File: src/hdl/lpt_pkg.sv
// ----------------------------------------------------------------------------
// lpt_pkg
// Types and constants shared by the line protocol tokenizer.
// ----------------------------------------------------------------------------
package lpt_pkg;

   // Request beat: one character of the line
   typedef struct packed {
      logic [7:0] data_byte;
      logic       last_byte;
   } req_payload_type;

   // Response beat: label of the character and line status
   typedef struct packed {
      logic [2:0]  byte_class;
      logic        line_done;
      logic        line_ok;
      logic [63:0] time_value;
   } rsp_payload_type;

   // Parse section; the first five codes double as byte labels
   typedef enum logic [2:0] {
      SEC_MEAS     = 3'd0,
      SEC_TAGKEY   = 3'd1,
      SEC_TAGVAL   = 3'd2,
      SEC_FIELDKEY = 3'd3,
      SEC_FIELDVAL = 3'd4,
      SEC_TIME     = 3'd5
   } section_type;

   // Timestamp reader progress
   typedef enum logic [1:0] {
      PH_NONE   = 2'd0,
      PH_SPACE  = 2'd1,
      PH_SIGN   = 2'd2,
      PH_DIGITS = 2'd3
   } phase_type;

   // Labels that are not a section
   localparam logic [2:0] CLS_SEP  = 3'd5;
   localparam logic [2:0] CLS_TIME = 3'd6;
   localparam logic [2:0] CLS_ERR  = 3'd7;

   // Characters with a meaning
   localparam logic [7:0] CH_BACKSLASH = 8'h5C;
   localparam logic [7:0] CH_QUOTE     = 8'h22;
   localparam logic [7:0] CH_SPACE     = 8'h20;
   localparam logic [7:0] CH_COMMA     = 8'h2C;
   localparam logic [7:0] CH_EQUAL     = 8'h3D;
   localparam logic [7:0] CH_PLUS      = 8'h2B;
   localparam logic [7:0] CH_MINUS     = 8'h2D;
   localparam logic [7:0] CH_ZERO      = 8'h30;
   localparam logic [7:0] CH_NINE      = 8'h39;
   localparam logic [7:0] CH_TAB       = 8'h09;
   localparam logic [7:0] CH_CR        = 8'h0D;

   // Largest accumulator that can still take another digit
   localparam logic [63:0] ACC_LIMIT  = 64'd1844674407370955161;
   localparam logic [3:0]  LIMIT_DIG  = 4'd5;
   localparam logic [63:0] TIME_MAX   = 64'hFFFF_FFFF_FFFF_FFFF;

endpackage

File: src/hdl/line_protocol_tokenizer.sv
// ----------------------------------------------------------------------------
// line_protocol_tokenizer
// Labels each character of a measurement/tags/fields/timestamp text line.
// ----------------------------------------------------------------------------
// Usage:
//   req channel carries one character per beat with a last_byte flag on the
//   final character of a line. rsp channel returns one beat per request beat,
//   in order: the character's label, and on the last character line_done,
//   line_ok and the parsed timestamp (zero unless the line parsed fully).
//   Both channels move a beat on a clock edge with valid high and stall low.
// Pipeline and throughput:
//   A request beat is captured in an input register and labeled into the
//   response register when that register has room. One character per cycle is
//   sustained while rsp_stall stays low; the critical path is the timestamp
//   multiply-by-ten accumulate followed by the sign negate of the result.
// Reset:
//   Synchronous reset empties both registers and returns the parser to the
//   start of a line. After every last character the parser restarts as well.
// Backpressure:
//   While rsp_stall holds a full response register, the input register keeps
//   its beat and req_stall rises only when that input register is occupied.
// ----------------------------------------------------------------------------
module line_protocol_tokenizer
   import lpt_pkg::*;
(
   input  logic            clock,
   input  logic            reset,
   input  logic            req_valid,
   output logic            req_stall,
   input  req_payload_type req_data,
   output logic            rsp_valid,
   input  logic            rsp_stall,
   output rsp_payload_type rsp_data
);

   // Pipeline registers
   logic            in_vld_ff;
   req_payload_type in_data_ff;
   logic            rsp_valid_ff;
   rsp_payload_type rsp_data_ff;

   // Parser state
   section_type section_ff,  section_in;
   logic        quotes_ff,   quotes_in;
   logic        bs1_ff,      bs1_in;
   logic        bs2_ff,      bs2_in;
   logic [1:0]  pos_ff,      pos_in;
   logic [63:0] acc_ff,      acc_in;
   phase_type   phase_ff,    phase_in;
   logic        neg_ff,      neg_in;
   logic        ovf_ff,      ovf_in;
   logic        failed_ff,   failed_in;

   // Values after this beat, before the end-of-line restart
   section_type step_section;
   logic        step_quotes;
   logic [63:0] step_acc;
   phase_type   step_phase;
   logic        step_neg;
   logic        step_ovf;
   logic        step_failed;

   rsp_payload_type rsp_data_in;
   logic [2:0]      cls;

   logic        out_load;
   logic [7:0]  ch;
   logic        unesc;
   logic        is_digit;
   logic        is_space;
   logic [3:0]  digit;
   logic [63:0] acc_mul10;
   logic        acc_full;
   logic        line_ok;
   logic [63:0] time_out;

   // Advance the input register into the response register when room exists
   assign out_load  = in_vld_ff && !(rsp_valid_ff && rsp_stall);
   assign req_stall = in_vld_ff && !out_load;
   assign rsp_valid = rsp_valid_ff;
   assign rsp_data  = rsp_data_ff;

   // Character decode
   assign ch        = in_data_ff.data_byte;
   assign unesc     = (pos_ff != 2'd0) && (!bs1_ff || bs2_ff);
   assign is_digit  = (ch >= CH_ZERO) && (ch <= CH_NINE);
   assign is_space  = ch inside {CH_SPACE, [CH_TAB:CH_CR]};
   assign digit     = ch[3:0];
   assign acc_mul10 = {acc_ff[60:0], 3'b000} + {acc_ff[62:0], 1'b0} + {60'd0, digit};
   assign acc_full  = (acc_ff > ACC_LIMIT) || ((acc_ff == ACC_LIMIT) && (digit > LIMIT_DIG));

   // Next state: one parse step
   always_comb begin
      logic q;
      q            = quotes_ff;
      step_section = section_ff;
      step_quotes  = quotes_ff;
      step_acc     = acc_ff;
      step_phase   = phase_ff;
      step_neg     = neg_ff;
      step_ovf     = ovf_ff;
      step_failed  = failed_ff;
      if (!failed_ff) begin
         case (section_ff)
            SEC_TIME: begin
               if (is_digit) begin
                  if (!ovf_ff) begin
                     if (acc_full) begin
                        step_ovf = 1'b1;
                     end else begin
                        step_acc = acc_mul10;
                     end
                  end
                  step_phase = PH_DIGITS;
               end else if ((phase_ff == PH_NONE || phase_ff == PH_SPACE) && is_space) begin
                  step_phase = PH_SPACE;
               end else if ((phase_ff == PH_NONE || phase_ff == PH_SPACE) &&
                            (ch == CH_PLUS || ch == CH_MINUS)) begin
                  step_neg   = (ch == CH_MINUS);
                  step_phase = PH_SIGN;
               end else begin
                  step_failed = 1'b1;
               end
            end
            SEC_TAGKEY, SEC_FIELDKEY: begin
               if (ch == CH_EQUAL && unesc) begin
                  step_section = (section_ff == SEC_TAGKEY) ? SEC_TAGVAL : SEC_FIELDVAL;
                  step_quotes  = 1'b0;
               end
            end
            default: begin
               if (section_ff != SEC_TAGVAL && section_ff != SEC_FIELDVAL) begin
                  step_section = SEC_MEAS;
               end
               if (ch == CH_QUOTE && unesc) begin
                  q = !q;
               end
               step_quotes = q;
               if (!q && (ch == CH_SPACE || ch == CH_COMMA) && unesc) begin
                  step_quotes = 1'b0;
                  if (section_ff == SEC_FIELDVAL) begin
                     step_section = (ch == CH_COMMA) ? SEC_FIELDKEY : SEC_TIME;
                  end else begin
                     step_section = (ch == CH_COMMA) ? SEC_TAGKEY : SEC_FIELDKEY;
                  end
               end
            end
         endcase
      end

      // Restart at line end
      if (in_data_ff.last_byte) begin
         section_in = SEC_MEAS;
         quotes_in  = 1'b0;
         bs1_in     = 1'b0;
         bs2_in     = 1'b0;
         pos_in     = 2'd0;
         acc_in     = 64'd0;
         phase_in   = PH_NONE;
         neg_in     = 1'b0;
         ovf_in     = 1'b0;
         failed_in  = 1'b0;
      end else begin
         section_in = step_section;
         quotes_in  = step_quotes;
         bs1_in     = (ch == CH_BACKSLASH);
         bs2_in     = bs1_ff;
         pos_in     = (pos_ff == 2'd2) ? pos_ff : pos_ff + 2'd1;
         acc_in     = step_acc;
         phase_in   = step_phase;
         neg_in     = step_neg;
         ovf_in     = step_ovf;
         failed_in  = step_failed;
      end
   end

   // Outputs: label and line status
   always_comb begin
      if (failed_ff) begin
         cls = CLS_ERR;
      end else if (section_ff == SEC_TIME) begin
         cls = step_failed ? CLS_ERR : CLS_TIME;
      end else if (step_section != section_ff || (section_ff != SEC_MEAS &&
                   section_ff != SEC_TAGKEY && section_ff != SEC_TAGVAL &&
                   section_ff != SEC_FIELDKEY && section_ff != SEC_FIELDVAL)) begin
         cls = (step_section == SEC_MEAS) ? 3'(SEC_MEAS) : CLS_SEP;
      end else begin
         cls = 3'(section_ff);
      end

      line_ok = in_data_ff.last_byte && !step_failed && (step_section == SEC_TIME) &&
                (step_phase == PH_NONE || step_phase == PH_DIGITS);
      if (step_ovf) begin
         time_out = TIME_MAX;
      end else if (step_neg) begin
         time_out = 64'd0 - step_acc;
      end else begin
         time_out = step_acc;
      end

      rsp_data_in.byte_class = cls;
      rsp_data_in.line_done  = in_data_ff.last_byte;
      rsp_data_in.line_ok    = line_ok;
      rsp_data_in.time_value = line_ok ? time_out : 64'd0;
   end

   // Input register
   always_ff @(posedge clock) begin
      if (reset) begin
         in_vld_ff <= 1'b0;
      end else if (!req_stall) begin
         in_vld_ff <= req_valid;
      end
   end

   always_ff @(posedge clock) begin
      if (!req_stall && req_valid) begin
         in_data_ff <= req_data;
      end
   end

   // Response register
   always_ff @(posedge clock) begin
      if (reset) begin
         rsp_valid_ff <= 1'b0;
      end else if (out_load) begin
         rsp_valid_ff <= 1'b1;
      end else if (!rsp_stall) begin
         rsp_valid_ff <= 1'b0;
      end
   end

   always_ff @(posedge clock) begin
      if (out_load) begin
         rsp_data_ff <= rsp_data_in;
      end
   end

   // Parser state registers
   always_ff @(posedge clock) begin
      if (reset) begin
         section_ff <= SEC_MEAS;
         quotes_ff  <= 1'b0;
         bs1_ff     <= 1'b0;
         bs2_ff     <= 1'b0;
         pos_ff     <= 2'd0;
         acc_ff     <= 64'd0;
         phase_ff   <= PH_NONE;
         neg_ff     <= 1'b0;
         ovf_ff     <= 1'b0;
         failed_ff  <= 1'b0;
      end else if (out_load) begin
         section_ff <= section_in;
         quotes_ff  <= quotes_in;
         bs1_ff     <= bs1_in;
         bs2_ff     <= bs2_in;
         pos_ff     <= pos_in;
         acc_ff     <= acc_in;
         phase_ff   <= phase_in;
         neg_ff     <= neg_in;
         ovf_ff     <= ovf_in;
         failed_ff  <= failed_in;
      end
   end

`ifndef NO_ASSERTIONS
   // A finished line leaves the parser at the start of a fresh line
   a_line_restart: assert property (@(posedge clock) disable iff (reset)
      out_load && in_data_ff.last_byte |=> section_ff == SEC_MEAS && !failed_ff)
      else $error("parser not restarted after line end");

   // Success is only reported on the last beat of a line
   a_ok_needs_done: assert property (@(posedge clock) disable iff (reset)
      rsp_valid_ff && rsp_data_ff.line_ok |-> rsp_data_ff.line_done)
      else $error("line_ok without line_done");

   // A failed line labels every further beat as error
   a_sticky_fail: assert property (@(posedge clock) disable iff (reset)
      out_load && failed_ff |=> rsp_data_ff.byte_class == CLS_ERR)
      else $error("beat after failure not labeled as error");

   // Timestamp state stays clear outside the timestamp section
   a_time_idle: assert property (@(posedge clock) disable iff (reset)
      section_ff != SEC_TIME |-> acc_ff == 64'd0 && phase_ff == PH_NONE && !ovf_ff)
      else $error("timestamp state busy outside timestamp");
`endif

endmodule
File: config.mk
export PLATFORM = sky130hd
export DESIGN_NAME = line_protocol_tokenizer
export DESIGN_NICKNAME = d
export VERILOG_FILES = /design/src/hdl/lpt_pkg.sv /design/src/hdl/line_protocol_tokenizer.sv
export SDC_FILE = /design/constraint.sdc
export NUM_CORES = 1
export LEC_CHECK = 0
export BUFFER_PORTS_ARGS = -buffer_cell sky130_fd_sc_hd__buf_4
export CAP_MARGIN = 10
export CELL_PAD_IN_SITES_DETAIL_PLACEMENT = 1
export CELL_PAD_IN_SITES_GLOBAL_PLACEMENT = 1
export CORE_ASPECT_RATIO = 1.2
export CORE_MARGIN = 2
export CORE_UTILIZATION = 47
export CTS_CLUSTER_SIZE = 28
export DETAILED_ROUTE_END_ITERATION = 7
export PLACE_DENSITY = 0.81
export SLEW_MARGIN = 10
export SYNTH_ARGS = -nofsm -noshare
export SYNTH_HDL_FRONTEND = slang
export SYNTH_SLANG_ARGS = --single-unit
File: constraint.sdc
create_clock -name clock -period 7.3 [get_ports clock]
set_clock_uncertainty 0.1 [all_clocks]
set_input_delay 0.365 -clock clock [delete_from_list [all_inputs] [get_ports clock]]
set_output_delay 0.365 -clock clock [all_outputs]
set_load 0.02 [all_outputs]
# After elaboration in Yosys (flattened, before gate mapping)
# Cells that the tools add are included.
# op_classes
n_addsub	4
n_lt_le_gt_ge	6
n_eq_ne	26
mux	60
n_reduce_logical	46
# op_table
op	count
2-to-1 mux 64 bit	8
adder 64 x 4 -> 64 bit	1
adder 64 bit	1
== test 64 x 61 -> 1 bit, second input constant	1
greater-than comparator 64 x 61 -> 1 bit, second input constant	1
subtractor 1 x 64 -> 64 bit, first input constant	1
== test 8 x 6 -> 1 bit, second input constant	6
2-to-1 mux 3 bit	11
2-to-1 mux 1 bit	30
logical AND 1 bit	22
2-to-1 mux 2 bit	9
== test 3 bit, second input constant	3
== test 8 x 7 -> 1 bit, second input constant	1
>= comparator 8 x 4 -> 1 bit, second input constant	1
>= comparator 8 x 6 -> 1 bit, second input constant	1
less-or-equal comparator 8 x 4 -> 1 bit, second input constant	1
less-or-equal comparator 8 x 6 -> 1 bit, second input constant	1
zero test 1 bit	7
logical OR 1 bit	7
!= test 2 bit, second input constant	3
!= test 3 x 2 -> 1 bit, second input constant	2
!= test 3 bit, second input constant	2
case mux 3 bit (2 select lines)	1
== test 2 bit, second input constant	2
other kinds (17)	19
# totals
regBits	157
input_bits	13
output_inout_bits	71
word_cells	160

# Depth between registers and ports, before layout
# Gate-level depths: netlist of the first run.
# depth
ltp_word	17
mapped_depth	25

# Worst setup path before layout of the first run
# Ideal clock, no wire load.
# synth_path
path_type	register to register
start	register in_data_ff (netlist bit ch[2])
end	register rsp_data_ff (netlist bit rsp_data[48]), data pin
arrival_ns	5.403
required_time_ns	6.930
slack_ns	1.526
path_stages_with_launch	25
synth_period_minus_slack_ns	5.774
path_cell_list	edfxtp_1 -> clkbuf_1 -> a211o_1 -> nor4_1 -> nand4b_1 -> or4_4 -> and3_4 -> buf_6 -> nor2_4 -> buf_4 -> buf_4 -> clkbuf_1 -> buf_2 -> buf_2 -> nor2_1 -> a21oi_1 -> ha_1 -> nand2_1 -> or4_1 -> nor2_1 -> a311oi_1 -> or2_2 -> o41a_1 -> xnor2_1 -> a21oi_1
# synth_between
elab_chain_cells	14
# synth_rtl
item	line_no	source
start: declaration	line_protocol_tokenizer.sv:38	req_payload_type in_data_ff;
start signal: assignment	line_protocol_tokenizer.sv:218	in_data_ff <= req_data;
parallel branches: the longest is 14 deep, another holds adder 64 x 4 -> 64 bit	--	
end signal: assignment	line_protocol_tokenizer.sv:235	rsp_data_ff <= rsp_data_in;
end: declaration	line_protocol_tokenizer.sv:40	rsp_payload_type rsp_data_ff;
# Several ways; the timed one is not identified. The select of a mux whose other input is x is not followed.
# A chain may end at the register's enable or synchronous reset.

# Worst setup path in the final report of the first run
# layout_path
start	register in_data_ff (netlist bit ch[3])
end	register rsp_data_ff (netlist bit rsp_data[63]), data pin
# The elaborated chain is that of the path after synthesis.

==> results of run 1 <==
-- per-stage QoR --
stage | setup slack, ps | area, sq um | instances
finish | 788.3 | 16470 | 2339
CTS | 961.8 | 16460 | 2339
floorplan | 1526 | 14920 | 1911
global placement | 1295 | 15760 | 2298
global route | 384.4 | 16470 | 2339
detailed placement | 999.7 | 15760 | 2298
-- tightest hold or removal path: stages --
cell and delay (ps):
buf_4 90, nor2_1 40, nor2_1 60
-- cell families after synthesis --
kind of cell               Yosys count  share of synthesized area
buffers and inverters              148                    0.03883
muxes                               36                    0.02466
adders and majority gates          128                     0.1084
AOI/OAI and AO/OA                  629                     0.2724
and+or+nand+nor                    713                     0.2340
xor gates and xnor gates           100                    0.05871
DFF                                157                     0.2630
-- worst paths after layout --
check / startpoint / end / depth (start not counted)
worst max-delay path: ch[3]$_DFFE_PP_ / rsp_data[63]$_SDFFCE_PN0P_ / 16
worst min-delay path: req_valid / in_vld_ff$_SDFFE_PP0N_ / 3
worst max register to register: ch[3]$_DFFE_PP_ / rsp_data[63]$_SDFFCE_PN0P_ / 16
worst min register to register: bs2_ff$_SDFFE_PP0P_ / bs2_ff$_SDFFE_PP0P_ / 2
-- power by group through the flow --
stage	clock network [uW]	registers (uW)	logic, uW
floorplan	0	1000	43.1
global placement	0	980	119
detailed placement	0	981	122
CTS	956	963	127
global route	987	965	134
finish	958	963	128
-- cell usage after synthesis (11+ instances only) --
library cell / instances / area (sq um)
xnor2_1: 49 / 429.2
o211ai_1: 20 / 150.1
nor3_1: 60 / 300.3
a31oi_1: 23 / 143.9
nand2_1: 173 / 649.4
o21ai_0: 114 / 570.6
a211o_1: 11 / 96.34
and2_1: 17 / 106.4
dfxtp_1: 79 / 1582
mux2i_1: 30 / 300.3
a21o_1: 28 / 210.2
nand2b_1: 11 / 68.82
a21oi_1: 214 / 1071
nor4_1: 30 / 187.7
nor2b_1: 13 / 81.33
nor2_1: 222 / 833.3
nand3_1: 47 / 235.2
or3_1: 23 / 143.9
ha_1: 126 / 1577
inv_1: 34 / 127.6
xor2_1: 51 / 446.7
clkbuf_1: 100 / 375.4
edfxtp_1: 78 / 2342
nand4_1: 29 / 181.4
or2_2: 11 / 68.82
o31ai_1: 23 / 172.7
or4_1: 12 / 90.09
o21a_1: 28 / 210.2
and4_1: 15 / 131.4
a211oi_1: 19 / 142.6
and3_1: 13 / 81.33
a22oi_1: 42 / 315.3
-- registers in the layout (all words and copies together), names as in the netlist --
register / cells
neg_ff: 1
in_data_ff: 1
ovf_ff: 1
quotes_ff: 1
failed_ff: 1
in_vld_ff: 1
acc_ff: 64
rsp_valid: 1
phase_ff: 2
rsp_data: 69
bs2_ff: 1
bs1_ff: 1
pos_ff: 2
section_ff: 3
ch: 8
-- final cells by class --
cell class,instances,area [sq um],area share
clock buffers,18,429.2,0.02606
flip-flops and latches,157,3924,0.2383
repair buffers,109,840.8,0.05106
inverters,34,127.6,0.007751
well taps,401,501.7,0.03047
clock inverters,14,181.4,0.01102
multi-input cells,1606,10460,0.6353
-- per-layer routing --
| metal | vias up | track usage |
|---|---|---|
| li1 | 7240 | - |
| met1 | 7804 | 0.4675 |
| met2 | 669 | 0.5502 |
| met3 | 125 | 0.03823 |
| met4 | 0 | 0.1488 |
| met5 | - | 0 |
-- what timing repair did --
item	CTS	global route
hold buffers	9	0
endpoints found under the hold margin	9	0
endpoints found under the setup margin	0	0
==> flow_metrics.env, run 1 <==
export IMPL_post_cts_setup_buffer_count=0
export IMPL_layout_commonest_cell="nor2_1"
export IMPL_fin_nets=2066
export IMPL_drive_above_1_share=0.09030
export IMPL_wl_per_cell_um=24.65
export IMPL_swShare=0.2512
export IMPL_fin_crit_sh=0.8920
export IMPL_clkPwrFrac=0.468
export IMPL_area_growth_syn_to_layout_pct=10.38
export IMPL_antenna_found_initial=0
export IMPL_synth_ff_type="dfxtp_1"
export IMPL_via_per_inst=6.771
export IMPL_numClockSinks=157
export IMPL_reg2reg_slack_ps=790
export IMPL_fin_crit_ps=6512
export IMPL_p_sw_uw=514.5
export IMPL_clock_fmax_ghz=0.1536
export IMPL_worstHoldPathType="in2reg"
export IMPL_cts_path_max_buffers=2
export IMPL_worstSetupEndpointType="flip-flop"
export IMPL_htree_levels=4
export IMPL_drv_slew=0
export IMPL_power_leakage_uw=0.006417
export IMPL_critical_path_top_delay_family="compound AO/OA/AOI/OAI gates"
export IMPL_p_total_uw=2048
export IMPL_p_int_uw=1534
export IMPL_vias=15840
export IMPL_dr_pass1_iters=5
export IMPL_route_detailed_drc=0
export IMPL_grt_pass1_wl_mm=89.89
export IMPL_gr_usage_all_layers=0.3424
export IMPL_ys_types=87
export IMPL_cts_resized_gates=0
export IMPL_antenna_left=0
export IMPL_overflow=0
export IMPL_die_y_um=199.2
export IMPL_core_sq_um=31270
export IMPL_rows=71
export IMPL_finalSetupTns_ps=0
export IMPL_wl_met3_mm=3.624
export IMPL_cts_root_buf="clkbuf_16"
export IMPL_yosysWarnings=0
export IMPL_critPathMaxStageDelay_ps=730
export IMPL_ys_ff_latch=157
export IMPL_ir_drop_mv=0.2113
export IMPL_routed_wl_met2_mm=25.95
export IMPL_grt_setup_unrepaired="no"
export IMPL_worstPathArrival_ps=6670
export IMPL_die_x_um=166.6
export IMPL_maxCapViolCount=0
export IMPL_diodes=0
export IMPL_io_buffers=83
export IMPL_tightest_slew_ps=1150
export IMPL_grt_max_degree=76
export IMPL_combPwrFrac=0.062
export IMPL_fin_util=0.5266
export IMPL_critical_path_buf_inv_count=2
export IMPL_final_cell_mix="221 x nor2_1, 214 x a21oi_1, 171 x nand2_1"
export IMPL_worst_ep_required_time_ps=7460
export IMPL_fill_cells=3822
export IMPL_place_congestion=1.020
export IMPL_cts_made_buffers=17
export IMPL_sequentialPowerShare=0.470
export IMPL_top_layer="met4"
export IMPL_cts_tree="built"
export IMPL_wirelength_mm=57.66
export IMPL_holdWs_ps=47.07
export IMPL_synth_seq_area_share=0.2630
export IMPL_async_reset_ff_frac=0
export IMPL_wl_met1_mm=25.81
export IMPL_syn_nets=2052
export IMPL_drt_initial_drc_count=1442
export IMPL_start_kind="flip-flop"
export IMPL_slew_headroom=0.2239
export IMPL_hpwl_mm=43.43
export IMPL_syn_cell_area_sq_um=14920
export IMPL_clock_latency_ps=460
export IMPL_initial_core_util=0.4770
export IMPL_dieArea_sq_um=33190
export IMPL_powerDensity_nw_per_um2=124.4
export IMPL_path_cells="inv_1, fa_1, inv_1, ha_1, a211oi_1, o21ai_0, a32oi_1, a311oi_1, nand2b_1, xor2_1, o41ai_2, o2111ai_1, or4_1, nor4_1, a21oi_1, nor4_1"
export IMPL_synth_edf_count=78
export IMPL_setup_viol=0
export IMPL_critPathMaxFanout=7
export IMPL_avgSynthCellArea_sq_um=7.806
export IMPL_syn_inst=1911
export IMPL_ios=84
export IMPL_clkTransAtPathRegs_ps=70
export IMPL_outcome="finished, final reports clean"
export IMPL_hold_viol_final=0
export IMPL_worstSetupPathType="reg2reg"
export IMPL_grt_pass1_vias=15680
export IMPL_slowest_stage="or4_1"
No activity file was read; power rests on OpenSTA's default activity.
==> run 2, diff against run 1 <==
- ABC_AREA: unset -> 1
- CORE_UTILIZATION: 47 -> 44
==> run 2 against run 1 <==
Global-route usage hardly changed. Synthesized cell count is 46% higher. Worst hold slack better by 66 ps. Power is 2.8% lower. Combinational power is 20% lower. Cell area is 9.2% higher. Clock power is 2.6% lower. Non-clock buffer count is 11 lower. Core utilization is 3.7 points lower. Highest routed layer unchanged.
==> flow_metrics.env, run 2 <==
export IMPL_cts_made_buffers=17
export IMPL_drv_slew=0
export IMPL_vias=18280
export IMPL_crit_top_cell="nand2_1"
export IMPL_hold_viol_final=0
export IMPL_async_reset_ff_frac=0
export IMPL_yosys_top_cells_count="1050 x nand2_1, 466 x inv_1, 280 x nor2_1, 184 x a21oi_1, 168 x nand3_1"
export IMPL_post_cts_setup_buffer_count=0
export IMPL_diodes=0
export IMPL_drive_above_1_share=0.06676
export IMPL_fin_crit_sh=0.6788
export IMPL_ir_drop_mv=0.1757
export IMPL_drt_initial_drc_count=1235
export IMPL_powerDensity_nw_per_um2=110.8
export IMPL_initial_core_util=0.4446
export IMPL_syn_inst=2792
export IMPL_start_kind="flip-flop"
export IMPL_core_sq_um=36710
export IMPL_fin_ws_ps=2344
export IMPL_cts_path_max_buffers=2
export IMPL_fin_util=0.4897
export IMPL_wl_per_cell_um=19.88
export IMPL_gr_usage_all_layers=0.3429
export IMPL_dieArea_sq_um=38660
export IMPL_regArea_sq_um=3924
export IMPL_yosysMostFrequentCell="nand2_1"
export IMPL_final_cell_mix="1049 x nand2_1, 465 x inv_1, 278 x nor2_1"
export IMPL_synth_ff_type="dfxtp_1"
export IMPL_cts_resized_gates=0
export IMPL_synth_area_leader_cell="nand2_1"
export IMPL_antenna_found_initial=0
export IMPL_htree_levels=4
export IMPL_worstSetupPathType="reg2reg"
export IMPL_worstPathArrival_ps=5070
export IMPL_dr_pass1_iters=5
export IMPL_power_leakage_uw=0.009984
export IMPL_hpwl_mm=53.68
export IMPL_fill_cells=5230
export IMPL_ys_ff_latch=157
export IMPL_yosysWarnings=0
export IMPL_outcome="finished, final reports clean"
export IMPL_syn_nets=2933
export IMPL_worstHoldPathType="in2reg"
export IMPL_via_per_inst=5.480
export IMPL_grt_pass1_vias=18950
export IMPL_finalSetupTns_ps=0
export IMPL_ys_types=48
export IMPL_slowest_stage="fa_1"
export IMPL_clock_latency_ps=470
export IMPL_critPathMaxStageDelay_ps=640
export IMPL_tightest_slew_ps=1040
export IMPL_fin_crit_ps=4956
export IMPL_largest_reg_flops=69
export IMPL_cts_root_buf="clkbuf_16"
export IMPL_netlist_area_leader_share=0.2415
export IMPL_area_growth_syn_to_layout_pct=10.13
export IMPL_place_congestion=1.064
export IMPL_critPathMaxFanout=6
export IMPL_fin_nets=2989
export IMPL_path_cells="inv_1, fa_1, inv_1, ha_1, nand3_1, nor2_1, o21bai_1, nand2_1, nand2_1, nand2_1, nand2_1, nand2_1, nand4_1, nand2_1, nor2_1, nand2_1, nor3_1, nand2_1, nand2_2, nand3_1, nand2_1, nand3_1, nand2_1, inv_1"
export IMPL_grt_pass1_wl_mm=104.4
export IMPL_io_buffers=83
export IMPL_cts_tree="built"
export IMPL_route_detailed_drc=0
export IMPL_synth_area_leaders="nand2_1 24%, edfxtp_1 14%, inv_1 11%, dfxtp_1 9.7%, ha_1 9.7%"
export IMPL_synth_edf_count=78
export IMPL_syn_cell_area_sq_um=16320
export IMPL_grt_setup_unrepaired="no"
export IMPL_rows=77
export IMPL_maxCapViolCount=0
export IMPL_worst_ep_required_time_ps=7420
export IMPL_holdWs_ps=113.6
export IMPL_wirelength_mm=66.28
export IMPL_pre_cts_ws_ps=2493
export IMPL_numClockSinks=157
export IMPL_slew_headroom=0.3065
export IMPL_synth_seq_area_share=0.2404
export IMPL_grt_max_degree=79
export IMPL_layout_commonest_cell="nand2_1"
export IMPL_die_y_um=215.0
export IMPL_clock_fmax_ghz=0.2018
export IMPL_die_x_um=179.8
export IMPL_hold_buffers=9
export IMPL_multi_input_area_sq_um=10330
export IMPL_clkTransAtPathRegs_ps=70
export IMPL_ios=84
export IMPL_antenna_left=0
export IMPL_setup_viol=0
export IMPL_overflow=0
export IMPL_worstSetupEndpointType="flip-flop"
export IMPL_avgSynthCellArea_sq_um=5.846
## run 2: cell count changes in the layout (fill, tap and decap cells not counted), sizes merged, moves of 30 or more
| cell | before | now |
|---|---|---|
| xor2 | 51 | 11 |
| mux2i | 30 | 0 |
| o21ai | 119 | 76 |
| nand2 | 173 | 1072 |
| a22oi | 42 | 0 |
| nor2 | 223 | 300 |
| nand3 | 47 | 170 |
| a21oi | 214 | 184 |
| inv | 39 | 475 |
## run 2: logic make-up (layout without fill, tap and decap cells)
| family | Yosys count | in the layout | synth area share |
|---|---|---|---|
| simple gates | 1645 | 1645 | 0.4184 |
| fa+ha+maj | 128 | 128 | 0.09905 |
| compound gates | 294 | 294 | 0.09698 |
| xor+xnor | 31 | 31 | 0.01664 |
| buf+inv | 537 | 606 | 0.1285 |
| flops | 157 | 157 | 0.2404 |
## run 2: worst paths after layout
kind                                              from                         end  slack (ps)  depth (start not counted)
worst max-delay path            acc_ff[0]$_SDFFE_PP0P_  rsp_data[59]$_SDFFCE_PN0P_        2340                         24
worst min-delay path                         req_valid      in_vld_ff$_SDFFE_PP0N_         110                          3
worst max register to register  acc_ff[0]$_SDFFE_PP0P_  rsp_data[59]$_SDFFCE_PN0P_        2340                         24
worst min register to register  pos_ff[0]$_SDFFE_PP0P_      pos_ff[0]$_SDFFE_PP0P_         370                          2
## run 2: stage by stage
| stage | power, uW | instance area, sq um | cells |
|---|---|---|---|
| after floorplan | 1025 | 16320 | 2792 |
| after global placement | 1068 | 17300 | 3294 |
| after detailed placement | 1072 | 17300 | 3294 |
| after CTS | 1992 | 17970 | 3335 |
| after global routing | 2035 | 17970 | 3335 |
| final | 1991 | 17970 | 3335 |
## run 2: final cells by class
cell class / instances / area share
multi-input cells: 2098 / 0.5747
flip-flops and latches: 157 / 0.2183
inverters: 476 / 0.09941
repair buffers: 98 / 0.04219
well taps: 474 / 0.03300
clock buffers: 20 / 0.02430
clock inverters: 12 / 0.008145
## run 2: layer usage
| metal | wire, um | GRT usage | vias up |
|---|---|---|---|
| met5 | 0 | 0 | - |
| met4 | 2534 | 0.1322 | 0 |
| met3 | 3382 | 0.04440 | 128 |
| met2 | 30760 | 0.5696 | 522 |
| met1 | 29600 | 0.4524 | 8780 |
| li1 | - | - | 8846 |
## run 2: worst max-delay path: cells and delay by family, from the launching register on
family	cells	cell delay (ps)
simple gates	18	2840
fa+ha+maj	2	950
flops	1	440
buf+inv	3	220
compound gates	1	130
## run 2: report_power, final
group          switching (uW)  internal (uW)  total, uW
clock                     399            534        933
combinational            71.9           30.9        103
sequential               11.6            943        955
total                     483           1510       1990
